==> src/design/pdx_pkg.sv <==
// shared constants, codes and types for the proximity dedup expiry table
package pdx_pkg;

    // table geometry
    localparam int CAPACITY = 64;
    localparam int ADDR_W   = (CAPACITY > 1) ? $clog2(CAPACITY) : 1;
    localparam int CNT_W    = $clog2(CAPACITY + 1);

    // field widths
    localparam int POS_W     = 16;
    localparam int TIME_W    = 16;
    localparam int DIST_W    = 12;
    localparam int R2_W      = 2 * DIST_W;
    localparam int SQ_W      = 2 * POS_W;
    localparam int STATUS_W  = 2;
    localparam int OUT_CNT_W = 7;

    // entry word layout: x lowest, then y, then timer
    localparam int X_LSB   = 0;
    localparam int Y_LSB   = X_LSB + POS_W;
    localparam int T_LSB   = Y_LSB + POS_W;
    localparam int ENTRY_W = T_LSB + TIME_W;

    // stream packing
    localparam int S_TDATA_W = 2 * POS_W + 2 * TIME_W;
    localparam int M_TDATA_W = ((2 * OUT_CNT_W + 7) / 8) * 8;

    // cycles from the last entry read to the final distance compare
    localparam int DRAIN_CYCLES = 3;
    localparam int DRAIN_W      = $clog2(DRAIN_CYCLES + 1);

    // reset value of the suppression radius, 10.0 in Q8.4
    localparam logic [DIST_W-1:0] MIN_DIST_RESET = DIST_W'(160);

    // command codes
    localparam logic CMD_ADD  = 1'b0;
    localparam logic CMD_TICK = 1'b1;

    // result status codes
    localparam logic [STATUS_W-1:0] STAT_ADDED = 2'd0;
    localparam logic [STATUS_W-1:0] STAT_CLOSE = 2'd1;
    localparam logic [STATUS_W-1:0] STAT_FULL  = 2'd2;
    localparam logic [STATUS_W-1:0] STAT_TICK  = 2'd3;

    typedef enum logic [1:0] {
        ST_IDLE,
        ST_SWEEP,
        ST_DRAIN,
        ST_FINISH
    } t_state;

    typedef struct packed {
        logic              load;
        logic              rd_en;
        logic [ADDR_W-1:0] rd_addr;
        logic              finish;
    } t_ctl_cmd;

    typedef struct packed {
        logic out_free;
    } t_dp_status;

endpackage

==> src/design/pdx_ram.sv <==
// generic simple dual port ram, one write port and one registered read port
module pdx_ram #(
    parameter int WIDTH = 8,
    parameter int DEPTH = 16
) (
    input  logic                                         i_clk,
    input  logic                                         i_we,
    input  logic [((DEPTH > 1) ? $clog2(DEPTH) : 1)-1:0] i_waddr,
    input  logic [WIDTH-1:0]                             i_wdata,
    input  logic [((DEPTH > 1) ? $clog2(DEPTH) : 1)-1:0] i_raddr,
    output logic [WIDTH-1:0]                             o_rdata
);

    logic [WIDTH-1:0] r_mem [DEPTH];
    logic [WIDTH-1:0] r_rdata;

    always_ff @(posedge i_clk) begin
        if (i_we) begin
            r_mem[i_waddr] <= i_wdata;
        end
        r_rdata <= r_mem[i_raddr];
    end

    assign o_rdata = r_rdata;

endmodule

==> src/design/pdx_ctrl.sv <==
// sequencer: accepts an item, sweeps the table, drains the pipe, posts the result
module pdx_ctrl (
    input  logic                i_clk,
    input  logic                i_rst_n,
    input  logic                i_item_valid,
    output logic                o_item_ready,
    input  pdx_pkg::t_dp_status i_status,
    output pdx_pkg::t_ctl_cmd   o_cmd
);

    pdx_pkg::t_state               r_state;
    pdx_pkg::t_state               n_state;
    logic [pdx_pkg::ADDR_W-1:0]    r_addr;
    logic [pdx_pkg::ADDR_W-1:0]    n_addr;
    logic [pdx_pkg::DRAIN_W-1:0]   r_drain;
    logic [pdx_pkg::DRAIN_W-1:0]   n_drain;
    logic                          last_addr;
    logic                          last_drain;

    assign last_addr  = (r_addr == pdx_pkg::ADDR_W'(pdx_pkg::CAPACITY - 1));
    assign last_drain = (r_drain == pdx_pkg::DRAIN_W'(pdx_pkg::DRAIN_CYCLES - 1));

    // next state and counters
    always_comb begin
        n_state = r_state;
        n_addr  = r_addr;
        n_drain = r_drain;
        case (r_state)
            pdx_pkg::ST_IDLE: begin
                n_addr = '0;
                if (i_item_valid) begin
                    n_state = pdx_pkg::ST_SWEEP;
                end
            end
            pdx_pkg::ST_SWEEP: begin
                n_drain = '0;
                if (last_addr) begin
                    n_state = pdx_pkg::ST_DRAIN;
                end else begin
                    n_addr = r_addr + 1'b1;
                end
            end
            pdx_pkg::ST_DRAIN: begin
                n_drain = r_drain + 1'b1;
                if (last_drain) begin
                    n_state = pdx_pkg::ST_FINISH;
                end
            end
            pdx_pkg::ST_FINISH: begin
                if (i_status.out_free) begin
                    n_state = pdx_pkg::ST_IDLE;
                end
            end
            default: begin
                n_state = pdx_pkg::ST_IDLE;
            end
        endcase
    end

    // commands to the datapath
    always_comb begin
        o_item_ready  = 1'b0;
        o_cmd.load    = 1'b0;
        o_cmd.rd_en   = 1'b0;
        o_cmd.rd_addr = r_addr;
        o_cmd.finish  = 1'b0;
        case (r_state)
            pdx_pkg::ST_IDLE: begin
                o_item_ready = 1'b1;
                o_cmd.load   = i_item_valid;
            end
            pdx_pkg::ST_SWEEP: begin
                o_cmd.rd_en = 1'b1;
            end
            pdx_pkg::ST_DRAIN: begin
                o_cmd.rd_en = 1'b0;
            end
            pdx_pkg::ST_FINISH: begin
                o_cmd.finish = i_status.out_free;
            end
            default: begin
                o_item_ready = 1'b0;
            end
        endcase
    end

    always_ff @(posedge i_clk) begin
        if (!i_rst_n) begin
            r_state <= pdx_pkg::ST_IDLE;
            r_addr  <= '0;
            r_drain <= '0;
        end else begin
            r_state <= n_state;
            r_addr  <= n_addr;
            r_drain <= n_drain;
        end
    end

endmodule

==> src/design/pdx_dpath.sv <==
// datapath: item latch, entry ram, distance pipe, expiry, counts and result register
module pdx_dpath (
    input  logic                                 i_clk,
    input  logic                                 i_rst_n,
    input  pdx_pkg::t_ctl_cmd                    i_cmd,
    output pdx_pkg::t_dp_status                  o_status,
    input  logic                                 i_cfg_valid,
    input  logic [pdx_pkg::DIST_W-1:0]           i_cfg_data,
    input  logic                                 i_item_cmd,
    input  logic [pdx_pkg::POS_W-1:0]            i_pos_x,
    input  logic [pdx_pkg::POS_W-1:0]            i_pos_y,
    input  logic [pdx_pkg::TIME_W-1:0]           i_lifetime,
    input  logic [pdx_pkg::TIME_W-1:0]           i_elapsed,
    output logic                                 o_res_valid,
    input  logic                                 i_res_ready,
    output logic [pdx_pkg::STATUS_W-1:0]         o_status_code,
    output logic [pdx_pkg::OUT_CNT_W-1:0]        o_entry_count,
    output logic [pdx_pkg::OUT_CNT_W-1:0]        o_removed_count
);

    // config
    logic [pdx_pkg::DIST_W-1:0]    r_min_dist;
    logic [pdx_pkg::R2_W-1:0]      r_r2;

    // latched item
    logic                          r_cmd;
    logic [pdx_pkg::POS_W-1:0]     r_px;
    logic [pdx_pkg::POS_W-1:0]     r_py;
    logic [pdx_pkg::TIME_W-1:0]    r_life;
    logic [pdx_pkg::TIME_W-1:0]    r_el;

    // table state
    logic                          r_valid [pdx_pkg::CAPACITY];
    logic [pdx_pkg::CNT_W-1:0]     r_live;
    logic [pdx_pkg::CNT_W-1:0]     n_live;

    // sweep pipe
    logic                          r_p1_vld;
    logic [pdx_pkg::ADDR_W-1:0]    r_p1_idx;
    logic                          r_p2_vld;
    logic [pdx_pkg::POS_W-1:0]     r_adx;
    logic [pdx_pkg::POS_W-1:0]     r_ady;
    logic                          r_p3_vld;
    logic [pdx_pkg::SQ_W-1:0]      r_sqx;
    logic [pdx_pkg::SQ_W-1:0]      r_sqy;

    // sweep results
    logic                          r_close;
    logic                          r_found;
    logic [pdx_pkg::ADDR_W-1:0]    r_slot;
    logic [pdx_pkg::CNT_W-1:0]     r_removed;

    // result register
    logic                          r_res_valid;
    logic [pdx_pkg::STATUS_W-1:0]  r_res_status;
    logic [pdx_pkg::OUT_CNT_W-1:0] r_res_count;
    logic [pdx_pkg::OUT_CNT_W-1:0] r_res_removed;

    logic [pdx_pkg::ENTRY_W-1:0]   rdata;
    logic [pdx_pkg::POS_W-1:0]     e_x;
    logic [pdx_pkg::POS_W-1:0]     e_y;
    logic [pdx_pkg::TIME_W-1:0]    e_t;
    logic                          e_vld;
    logic signed [pdx_pkg::POS_W:0] dx;
    logic signed [pdx_pkg::POS_W:0] dy;
    logic [pdx_pkg::POS_W:0]       adx_w;
    logic [pdx_pkg::POS_W:0]       ady_w;
    logic [pdx_pkg::SQ_W:0]        d2;
    logic                          tick_live;
    logic                          tick_exp;
    logic                          tick_wr;
    logic                          add_commit;
    logic                          ram_we;
    logic [pdx_pkg::ADDR_W-1:0]    ram_waddr;
    logic [pdx_pkg::ENTRY_W-1:0]   ram_wdata;
    logic [pdx_pkg::STATUS_W-1:0]  fin_status;

    pdx_ram #(
        .WIDTH (pdx_pkg::ENTRY_W),
        .DEPTH (pdx_pkg::CAPACITY)
    ) u_entry_ram (
        .i_clk   (i_clk),
        .i_we    (ram_we),
        .i_waddr (ram_waddr),
        .i_wdata (ram_wdata),
        .i_raddr (i_cmd.rd_addr),
        .o_rdata (rdata)
    );

    assign e_x   = rdata[pdx_pkg::X_LSB +: pdx_pkg::POS_W];
    assign e_y   = rdata[pdx_pkg::Y_LSB +: pdx_pkg::POS_W];
    assign e_t   = rdata[pdx_pkg::T_LSB +: pdx_pkg::TIME_W];
    assign e_vld = r_valid[r_p1_idx];

    // absolute differences, at most 65535 so 16 bits hold them
    assign dx    = $signed({e_x[pdx_pkg::POS_W-1], e_x}) - $signed({r_px[pdx_pkg::POS_W-1], r_px});
    assign dy    = $signed({e_y[pdx_pkg::POS_W-1], e_y}) - $signed({r_py[pdx_pkg::POS_W-1], r_py});
    assign adx_w = dx[pdx_pkg::POS_W] ? 17'(-dx) : 17'(dx);
    assign ady_w = dy[pdx_pkg::POS_W] ? 17'(-dy) : 17'(dy);

    assign d2 = {1'b0, r_sqx} + {1'b0, r_sqy};

    // expiry on a tick, decided as each entry comes out of the ram
    assign tick_live = r_p1_vld && (r_cmd == pdx_pkg::CMD_TICK) && e_vld;
    assign tick_exp  = tick_live && (r_el >= e_t);
    assign tick_wr   = tick_live && (r_el < e_t);

    assign add_commit = i_cmd.finish && (r_cmd == pdx_pkg::CMD_ADD) && !r_close && r_found;

    always_comb begin
        ram_we    = tick_wr || add_commit;
        ram_waddr = r_p1_idx;
        ram_wdata = {e_t - r_el, e_y, e_x};
        if (add_commit) begin
            ram_waddr = r_slot;
            ram_wdata = {r_life, r_py, r_px};
        end
    end

    always_comb begin
        n_live = r_live;
        if (tick_exp) begin
            n_live = r_live - 1'b1;
        end else if (add_commit) begin
            n_live = r_live + 1'b1;
        end
    end

    always_comb begin
        if (r_cmd == pdx_pkg::CMD_TICK) begin
            fin_status = pdx_pkg::STAT_TICK;
        end else if (r_close) begin
            fin_status = pdx_pkg::STAT_CLOSE;
        end else if (r_found) begin
            fin_status = pdx_pkg::STAT_ADDED;
        end else begin
            fin_status = pdx_pkg::STAT_FULL;
        end
    end

    // control registers
    always_ff @(posedge i_clk) begin
        if (!i_rst_n) begin
            r_min_dist  <= pdx_pkg::MIN_DIST_RESET;
            r_live      <= '0;
            r_p1_vld    <= 1'b0;
            r_p2_vld    <= 1'b0;
            r_p3_vld    <= 1'b0;
            r_res_valid <= 1'b0;
            for (int i = 0; i < pdx_pkg::CAPACITY; i++) begin
                r_valid[i] <= 1'b0;
            end
        end else begin
            if (i_cfg_valid) begin
                r_min_dist <= i_cfg_data;
            end
            r_live   <= n_live;
            r_p1_vld <= i_cmd.rd_en;
            r_p2_vld <= r_p1_vld && (r_cmd == pdx_pkg::CMD_ADD) && e_vld;
            r_p3_vld <= r_p2_vld;
            if (tick_exp) begin
                r_valid[r_p1_idx] <= 1'b0;
            end
            if (add_commit) begin
                r_valid[r_slot] <= 1'b1;
            end
            if (i_cmd.finish) begin
                r_res_valid <= 1'b1;
            end else if (i_res_ready) begin
                r_res_valid <= 1'b0;
            end
        end
    end

    // payload registers
    always_ff @(posedge i_clk) begin
        r_r2     <= r_min_dist * r_min_dist;
        r_p1_idx <= i_cmd.rd_addr;
        r_adx    <= adx_w[pdx_pkg::POS_W-1:0];
        r_ady    <= ady_w[pdx_pkg::POS_W-1:0];
        r_sqx    <= r_adx * r_adx;
        r_sqy    <= r_ady * r_ady;
        if (i_cmd.load) begin
            r_cmd     <= i_item_cmd;
            r_px      <= i_pos_x;
            r_py      <= i_pos_y;
            r_life    <= i_lifetime;
            r_el      <= i_elapsed;
            r_close   <= 1'b0;
            r_found   <= 1'b0;
            r_slot    <= '0;
            r_removed <= '0;
        end else begin
            if (r_p3_vld && (d2 < {{(pdx_pkg::SQ_W + 1 - pdx_pkg::R2_W){1'b0}}, r_r2})) begin
                r_close <= 1'b1;
            end
            // lowest free slot
            if (r_p1_vld && !e_vld && !r_found) begin
                r_found <= 1'b1;
                r_slot  <= r_p1_idx;
            end
            if (tick_exp) begin
                r_removed <= r_removed + 1'b1;
            end
        end
        if (i_cmd.finish) begin
            r_res_status  <= fin_status;
            r_res_count   <= pdx_pkg::OUT_CNT_W'(n_live);
            r_res_removed <= (r_cmd == pdx_pkg::CMD_TICK) ?
                             pdx_pkg::OUT_CNT_W'(r_removed) : '0;
        end
    end

    assign o_status.out_free = !r_res_valid || i_res_ready;
    assign o_res_valid       = r_res_valid;
    assign o_status_code     = r_res_status;
    assign o_entry_count     = r_res_count;
    assign o_removed_count   = r_res_removed;

endmodule

==> src/design/proximity_dedup_expiry_table.sv <==
// top level of the proximity dedup expiry table
//
// channel   dir  handshake                       payload
// s_axis    in   s_axis_tvalid / s_axis_tready   tuser: command; tdata: pos_x, pos_y,
//                                                lifetime, elapsed
// m_axis    out  m_axis_tvalid / m_axis_tready   tuser: status; tdata: entry_count,
//                                                removed_count
// cfg       in   i_cfg_valid / o_cfg_ready       min_distance
//
// every item, add or tick, sweeps all CAPACITY entries through the single read port
// of the entry ram, one entry per cycle, then drains a three stage distance pipe;
// the next item is accepted only once the result of this one has been posted
// reset is synchronous active low; valid bits, live count and min_distance (10.0)
// are cleared at once, no clearing pass is needed
// the result sits in an output register, so a new item is taken while it waits;
// the following result is held back until the previous one is taken
module proximity_dedup_expiry_table (
    input  logic                               i_clk,
    input  logic                               i_rst_n,
    // input items
    input  logic                               s_axis_tvalid,
    output logic                               s_axis_tready,
    input  logic [pdx_pkg::S_TDATA_W-1:0]      s_axis_tdata,  // pos_x, pos_y, lifetime, elapsed
    input  logic [0:0]                         s_axis_tuser,  // command
    // result items
    output logic                               m_axis_tvalid,
    input  logic                               m_axis_tready,
    output logic [pdx_pkg::M_TDATA_W-1:0]      m_axis_tdata,  // entry_count, removed_count, pad
    output logic [pdx_pkg::STATUS_W-1:0]       m_axis_tuser,  // status
    // min_distance register write
    input  logic                               i_cfg_valid,
    output logic                               o_cfg_ready,
    input  logic [pdx_pkg::DIST_W-1:0]         i_cfg_data
);

    pdx_pkg::t_ctl_cmd              ctl_cmd;
    pdx_pkg::t_dp_status            dp_status;
    logic [pdx_pkg::OUT_CNT_W-1:0]  entry_count;
    logic [pdx_pkg::OUT_CNT_W-1:0]  removed_count;

    // config writes are to be made only while idle; the block does not enforce this, o_cfg_ready is tied high
    assign o_cfg_ready = 1'b1;

    pdx_ctrl u_ctrl (
        .i_clk        (i_clk),
        .i_rst_n      (i_rst_n),
        .i_item_valid (s_axis_tvalid),
        .o_item_ready (s_axis_tready),
        .i_status     (dp_status),
        .o_cmd        (ctl_cmd)
    );

    pdx_dpath u_dpath (
        .i_clk           (i_clk),
        .i_rst_n         (i_rst_n),
        .i_cmd           (ctl_cmd),
        .o_status        (dp_status),
        .i_cfg_valid     (i_cfg_valid),
        .i_cfg_data      (i_cfg_data),
        .i_item_cmd      (s_axis_tuser[0]),
        .i_pos_x         (s_axis_tdata[pdx_pkg::POS_W-1:0]),
        .i_pos_y         (s_axis_tdata[2*pdx_pkg::POS_W-1:pdx_pkg::POS_W]),
        .i_lifetime      (s_axis_tdata[2*pdx_pkg::POS_W+pdx_pkg::TIME_W-1:2*pdx_pkg::POS_W]),
        .i_elapsed       (s_axis_tdata[pdx_pkg::S_TDATA_W-1:2*pdx_pkg::POS_W+pdx_pkg::TIME_W]),
        .o_res_valid     (m_axis_tvalid),
        .i_res_ready     (m_axis_tready),
        .o_status_code   (m_axis_tuser),
        .o_entry_count   (entry_count),
        .o_removed_count (removed_count)
    );

    // entry_count lowest, removed_count next, zero pad to a whole byte
    assign m_axis_tdata = {{(pdx_pkg::M_TDATA_W - 2 * pdx_pkg::OUT_CNT_W){1'b0}},
                           removed_count, entry_count};

endmodule
==> config.mk <==
export PLATFORM = sky130hd
export DESIGN_NAME = proximity_dedup_expiry_table
export DESIGN_NICKNAME = d
export VERILOG_FILES = /design/src/design/pdx_pkg.sv /design/src/design/pdx_ram.sv /design/src/design/pdx_ctrl.sv /design/src/design/pdx_dpath.sv /design/src/design/proximity_dedup_expiry_table.sv
export SDC_FILE = /design/constraint.sdc
export NUM_CORES = 2
export LEC_CHECK = 0
export BUFFER_PORTS_ARGS = -buffer_cell sky130_fd_sc_hd__buf_2
export CAP_MARGIN = 20
export CORE_MARGIN = 2
export CORE_UTILIZATION = 38
export DETAILED_ROUTE_END_ITERATION = 8
export PLACE_DENSITY_LB_ADDON = 0.25
export REMOVE_ABC_BUFFERS = 1
export SLEW_MARGIN = 20
export SYNTH_ARGS = -nofsm -noshare
export SYNTH_HDL_FRONTEND = slang
export SYNTH_SLANG_ARGS = --single-unit
==> constraint.sdc <==
create_clock -name i_clk -period 8.5 [get_ports i_clk]
set_input_delay 1.275 -clock i_clk [delete_from_list [all_inputs] [get_ports i_clk]]
set_output_delay 1.275 -clock i_clk [all_outputs]
set_load 0.1 [all_outputs]
# After elaboration in Yosys (flattened, before gate mapping)

Memories as Yosys holds them, arrays and structs flattened. A register that Yosys moved wholly into a read port is not among the register bits.
Cells that the tools add are included.

Memories: 2
Logic and storage cells: 122
Output and inout port bits: 21
Memory bits (writable): 3136
Register bits after elaboration: 255

Memories:

| name                      | depth | bits a word | read ports | clocked after Yosys merged registers in | write ports | line            | RTL |
|---|---|---|---|---|---|---|---|
| u_dpath.u_entry_ram.r_mem | 64    | 48          | 1          | 1                                       | 1           | pdx_ram.sv:14   | `logic [WIDTH-1:0] r_mem [DEPTH];` |
| u_dpath.r_valid           | 64    | 1           | 1          | 1                                       | 64          | pdx_dpath.sv:33 | `logic r_valid [pdx_pkg::CAPACITY];` |

Order comparisons: 3
Bitwise operators: 1
Muxes and demuxes: 37
Reduce and logical (&&, ||, !) cells: 27
Equality and inequality tests: 10
$mul: 3
Add/sub/neg operators: 11

Operator list:

| cell                | count |
|---|---|
| $mul 16x16->32      | 2 |
| $mux 48             | 1 |
| $sub 16x16->17      | 2 |
| $add 32x32->33      | 1 |
| $lt 33x24->1        | 1 |
| $mux 16             | 2 |
| $neg 16->16         | 2 |
| $mul 12x12->24      | 1 |
| $mux 6              | 4 |
| $mux 1              | 19 |
| $ge 16x16->1        | 1 |
| $lt 16x16->1        | 1 |
| $sub 16x16->16      | 1 |
| $add 7x1->7 const B | 2 |
| $mux 7              | 2 |
| $logic_and 1x1->1   | 12 |
| $mux 2              | 6 |
| $pmux 6 s2          | 1 |
| $pmux 2 s4          | 1 |
| $sub 7x1->7 const B | 1 |
| $add 6x1->6 const B | 1 |
| $eq 2x2->1 const B  | 3 |
| $eq 6x6->1 const B  | 1 |
| $ne 2x1->1 const B  | 3 |
| other kinds (13)    | 21 |

# Logic depth before layout (Yosys ltp)

Word-level depth: 11
Gate-level depth with buffers: 26
Gate-level depth less buffers: 25

# Hierarchy

A second synthesis with hierarchy kept.

Cell total of the unflattened synthesis: 8657
Area total of the unflattened synthesis: 150959.8 um^2

Modules (own cells, without submodules):

| module                       | sequential area each (um^2) | area each (um^2) | instances | cells each |
|---|---|---|---|---|
| pdx_ram                      | 93209.4                     | 117117.3         | 1         | 4970 |
| pdx_dpath                    | 6936.7                      | 33239.4          | 1         | 3615 |
| pdx_ctrl                     | 200.2                       | 573.0            | 1         | 67 |
| proximity_dedup_expiry_table | 0.0                         | 30.0             | 1         | 5 |

# Worst setup path before layout

No wires, ideal clock.

Kind: input-to-reg
Start point: input port m_axis_tready
End point: memory u_dpath.u_entry_ram.r_mem[0][10] (netlist bit) (data pin)
Buffers on the path: 4
Cell stages on the path: 8
Path slack: 2.061 ns
Data arrival time: 5.738 ns
Path through: nor2b_1 -> nor2b_1 -> nand3_1 -> clkbuf_1 -> clkbuf_1 -> clkbuf_1 -> clkbuf_1 -> o21ai_0

RTL lines:

| element     | line                               | RTL |
|---|---|---|
| from (decl) | proximity_dedup_expiry_table.sv:27 | `input logic m_axis_tready,` |
| to (decl)   | pdx_ram.sv:14                      |  |

# Worst setup path in the final report

Start point: register u_dpath.r_adx[4] (netlist bit)
End point: register u_dpath.r_sqx[30] (netlist bit)

Cells in the longest elaborated chain, start to end: 1

RTL lines:

| element                | line             | RTL |
|---|---|---|
| from (decl)            | pdx_dpath.sv:41  | `logic [pdx_pkg::POS_W-1:0] r_adx;` |
| from (signal assigned) | pdx_dpath.sv:179 | `r_adx <= adx_w[pdx_pkg::POS_W-1:0];` |
| $mul 16x16->32         | pdx_dpath.sv:181 | `r_sqx <= r_adx * r_adx;` |
| to (signal assigned)   | pdx_dpath.sv:181 |  |
| to (decl)              | pdx_dpath.sv:44  | `logic [pdx_pkg::SQ_W-1:0] r_sqx;` |

Every way passes these cells.
A chain may end at the register's enable or synchronous reset.

==> out/metrics.yaml <==
initial_core_util: 0.381
drt_wl_total_um: 417000
finalCritPeriodShare: 0.840
cts_max_level: 5
post_cts_buffers: 0
slew_viol_final: 0
io_buffers: 99
rsz0062_at_grt: "false"
vias: 78000
yosys_warnings: 0
hold_path.class: "flop to flop"
clock_sinks: 3436
antenna_found_initial: 15
via_per_inst: 5.56
syn_to_final_growth_pct: 13.7
place_area_um2: 160000
synth_edf_count: 3153
status: "finished, final reports clean"
finalCriticalPeriod_ns: 7.14
grt_use_total: 0.207
core.rowCount: 231
syn-mean-instance-area_um2: 18.6
fin_area_um2: 171000
ys_ff_latch: 3436
clk_latency_ns: 0.95
cts_tree: "built"
clkTransAtPathRegs_ns: 0.06
cp.required_ns: 9.35
dr.first_iter.drc_count: 8493
antenna_left: 0
die_h_um: 634
crit_arrival_ns: 7.98
cts_resized: 0
coreArea_um2: 395000
setup.worst_path.start_class: "flop"
grt_pass1_vias: 79600
grt_pass1_wl_um: 593000
grt_start_max_net_pins: 120
ys_seq_area_frac: 0.666
cts_hold_buf: 0
final_hold_viol_count: 0
critical_path.max_fanout: 18
dp_cells: 13400
synth_cell_types: 80
gp_congestion: 0.813
post-dp-hpwl_um: 241000
fp.dieW_um: 634
tightestPinTransition_ns: 1.17
maxCapViolations: 0
numCtsBuffers: 363
netlist_area_um2: 151000
io-pin-count: 103
ys.flop_type: "edfxtp_1"
detail_route.wl_per_cell_um: 29.7
cts_buffer_depth: 4
max-slew-margin-rel: 0.218
max_freq_mhz: 140
final-instance-count-excl-fill: 14000
drt-pass1-iter-count: 6
crit_type: "flop to flop"
drc: 0
num-nets-final: 9331
setup_viol: 0
ys_async_sr_fraction: 0
ctsRootBufferMaster: "clkbuf_16"
fill_cells: 34100
grt_overflow: 0
worstSetupEndpointType: "flop"
skew_ns: 0.0733
die-area_um2: 402000
synthCells: 8125
drive_gt1_frac: 0.229
-- placed cells by master (no fill, tap or decap), types with 13 or more instances in the layout --
cell type,instances
nor3_1,44
buf_12,50
clkbuf_1,96
and2_1,149
xnor2_1,117
mux4_2,1018
clkinv_2,60
a31oi_1,28
o21ai_0,68
nand2b_1,24
nand3_1,37
o21ai_4,35
clkinv_1,73
and3_1,18
inv_1,725
clkbuf_16,380
or2_2,13
fa_1,405
ha_1,369
a211oi_1,19
nand2_1,434
nor2_4,64
mux2_2,19
nand4_1,16
o31ai_1,13
buf_2,99
dfxtp_1,277
xor2_1,66
o21a_1,22
buf_4,168
bufinv_16,16
o21bai_1,14
nor2b_1,38
a21oi_1,122
nor2_1,171
mux2i_1,98
or3_1,14
a21o_1,42
edfxtp_1,3153
-- kinds of logic after synthesis --
logic type / count (synthesis) / share of synthesized area
muxes: 1137 / 0.160
AOI/OAI and AO/OA: 458 / 0.0195
buffers and inverters: 1068 / 0.0267
other: 2 / 0.0000498
xor gates and xnor gates: 183 / 0.0106
adders and majority gates: 774 / 0.0844
and+or+nand+nor: 1067 / 0.0330
DFF: 3436 / 0.666
-- registers in the layout, summed over array words and instances (netlist names), 12 cells and up --
signal and flops:
u_dpath.r_adx 16, u_dpath.r_ady 16, u_dpath.r_el 16, u_dpath.r_life 16
u_dpath.r_min_dist 12, u_dpath.r_px 16, u_dpath.r_py 16, u_dpath.r_r2 23
u_dpath.r_sqx 31, u_dpath.r_sqy 31, u_dpath.r_valid 64, u_dpath.u_entry_ram.o_rdata 48
u_dpath.u_entry_ram.r_mem 3072
-- final timing paths --
| check | from | endpoint | cells past startpoint | slack (ns) |
|---|---|---|---|---|
| setup / recovery | u_dpath.r_adx[4] | u_dpath.r_sqx[30] | 23 | 1.36 |
| hold / removal | u_dpath.r_p2_vld | u_dpath.r_p3_vld | 1 | 0.44 |
| hold reg to reg | u_dpath.r_p2_vld | u_dpath.r_p3_vld | 1 | 0.44 |
| setup reg to reg | u_dpath.r_adx[4] | u_dpath.r_sqx[30] | 23 | 1.36 |
-- per-stage QoR --
step | setup TNS (ns) | hold slack (ns) | setup WS, ns | utilization
floorplan | -1421.89 | 0.412 | -25.14 | -
global placement | 0 | 0.431 | 1.21 | 0.404
detailed placement | 0 | 0.426 | 1.36 | 0.405
CTS | 0 | 0.419 | 1.34 | 0.433
global route | 0 | 0.457 | 0.833 | 0.434
finish | 0 | 0.438 | 1.36 | 0.434
-- Yosys cell counts (all sizes together) (8+ instances only) --
| cell type | count | area share |
|---|---|---|
| nor2b | 39 | 0.0016 |
| edfxtp | 3153 | 0.63 |
| o21bai | 14 | 0.00070 |
| buf | 106 | 0.0028 |
| xor2 | 66 | 0.0038 |
| o21a | 22 | 0.0011 |
| a21oi | 131 | 0.0043 |
| nand4 | 16 | 0.00066 |
| a21o | 42 | 0.0021 |
| a31oi | 28 | 0.0012 |
| nor3 | 46 | 0.0015 |
| o31a | 8 | 0.00046 |
| o21ai | 105 | 0.0035 |
| dfxtp | 283 | 0.038 |
| o211ai | 9 | 0.00045 |
| fa | 405 | 0.054 |
| and3 | 19 | 0.00079 |
| and2 | 149 | 0.0062 |
| nor2 | 235 | 0.0059 |
| xnor2 | 117 | 0.0068 |
| inv | 726 | 0.018 |
| mux2 | 20 | 0.0015 |
| o31ai | 16 | 0.00086 |
| a211oi | 20 | 0.0010 |
| ha | 369 | 0.031 |
| nand2 | 435 | 0.011 |
| mux2i | 99 | 0.0066 |
| nand2b | 24 | 0.0010 |
| or3 | 14 | 0.00058 |
| or2 | 13 | 0.00054 |
| nand3 | 38 | 0.0013 |
| mux4 | 1018 | 0.15 |
| clkbuf | 234 | 0.0058 |
-- metal layers --
layer,vias to the layer above,track usage,wire length [µm]
li1,32100,-,-
met1,42200,0.281,170000
met2,3007,0.344,205000
met3,643,0.0317,29100
met4,0,0.0599,12900
met5,-,0,0
-- critical path, stage by stage (launching register included) --
cell       delay (ns)
dfxtp_1          0.92
nand2_1          0.23
inv_1            0.13
fa_1             0.42
inv_1            0.08
fa_1             0.41
inv_1            0.09
fa_1             0.44
fa_1             0.45
fa_1             0.52
inv_1            0.05
fa_1             0.48
inv_1            0.05
ha_1             0.35
a21o_1           0.20
a21o_1           0.17
a2111oi_0        0.56
o31ai_1          0.14
a21oi_1          0.20
a21oi_1          0.14
o41ai_1          0.50
o21ai_0          0.18
a21oi_1          0.19
xnor2_1          0.13
-- layout make-up --
class	count	area, µm²	area share
repair buffers	324	2950	0.0172
flip-flops and latches	3436	100000	0.585
well taps	5242	6560	0.0383
clock inverters	175	1350	0.00788
multi-input cells	3622	47400	0.277
inverters	728	2740	0.0160
diodes	4	10.0	0.0000584
clock buffers	488	10000	0.0585
Power is left out: the tool's default activity adds up to more than one toggle a clock period on the data nets, which glitch-free logic cannot reach.
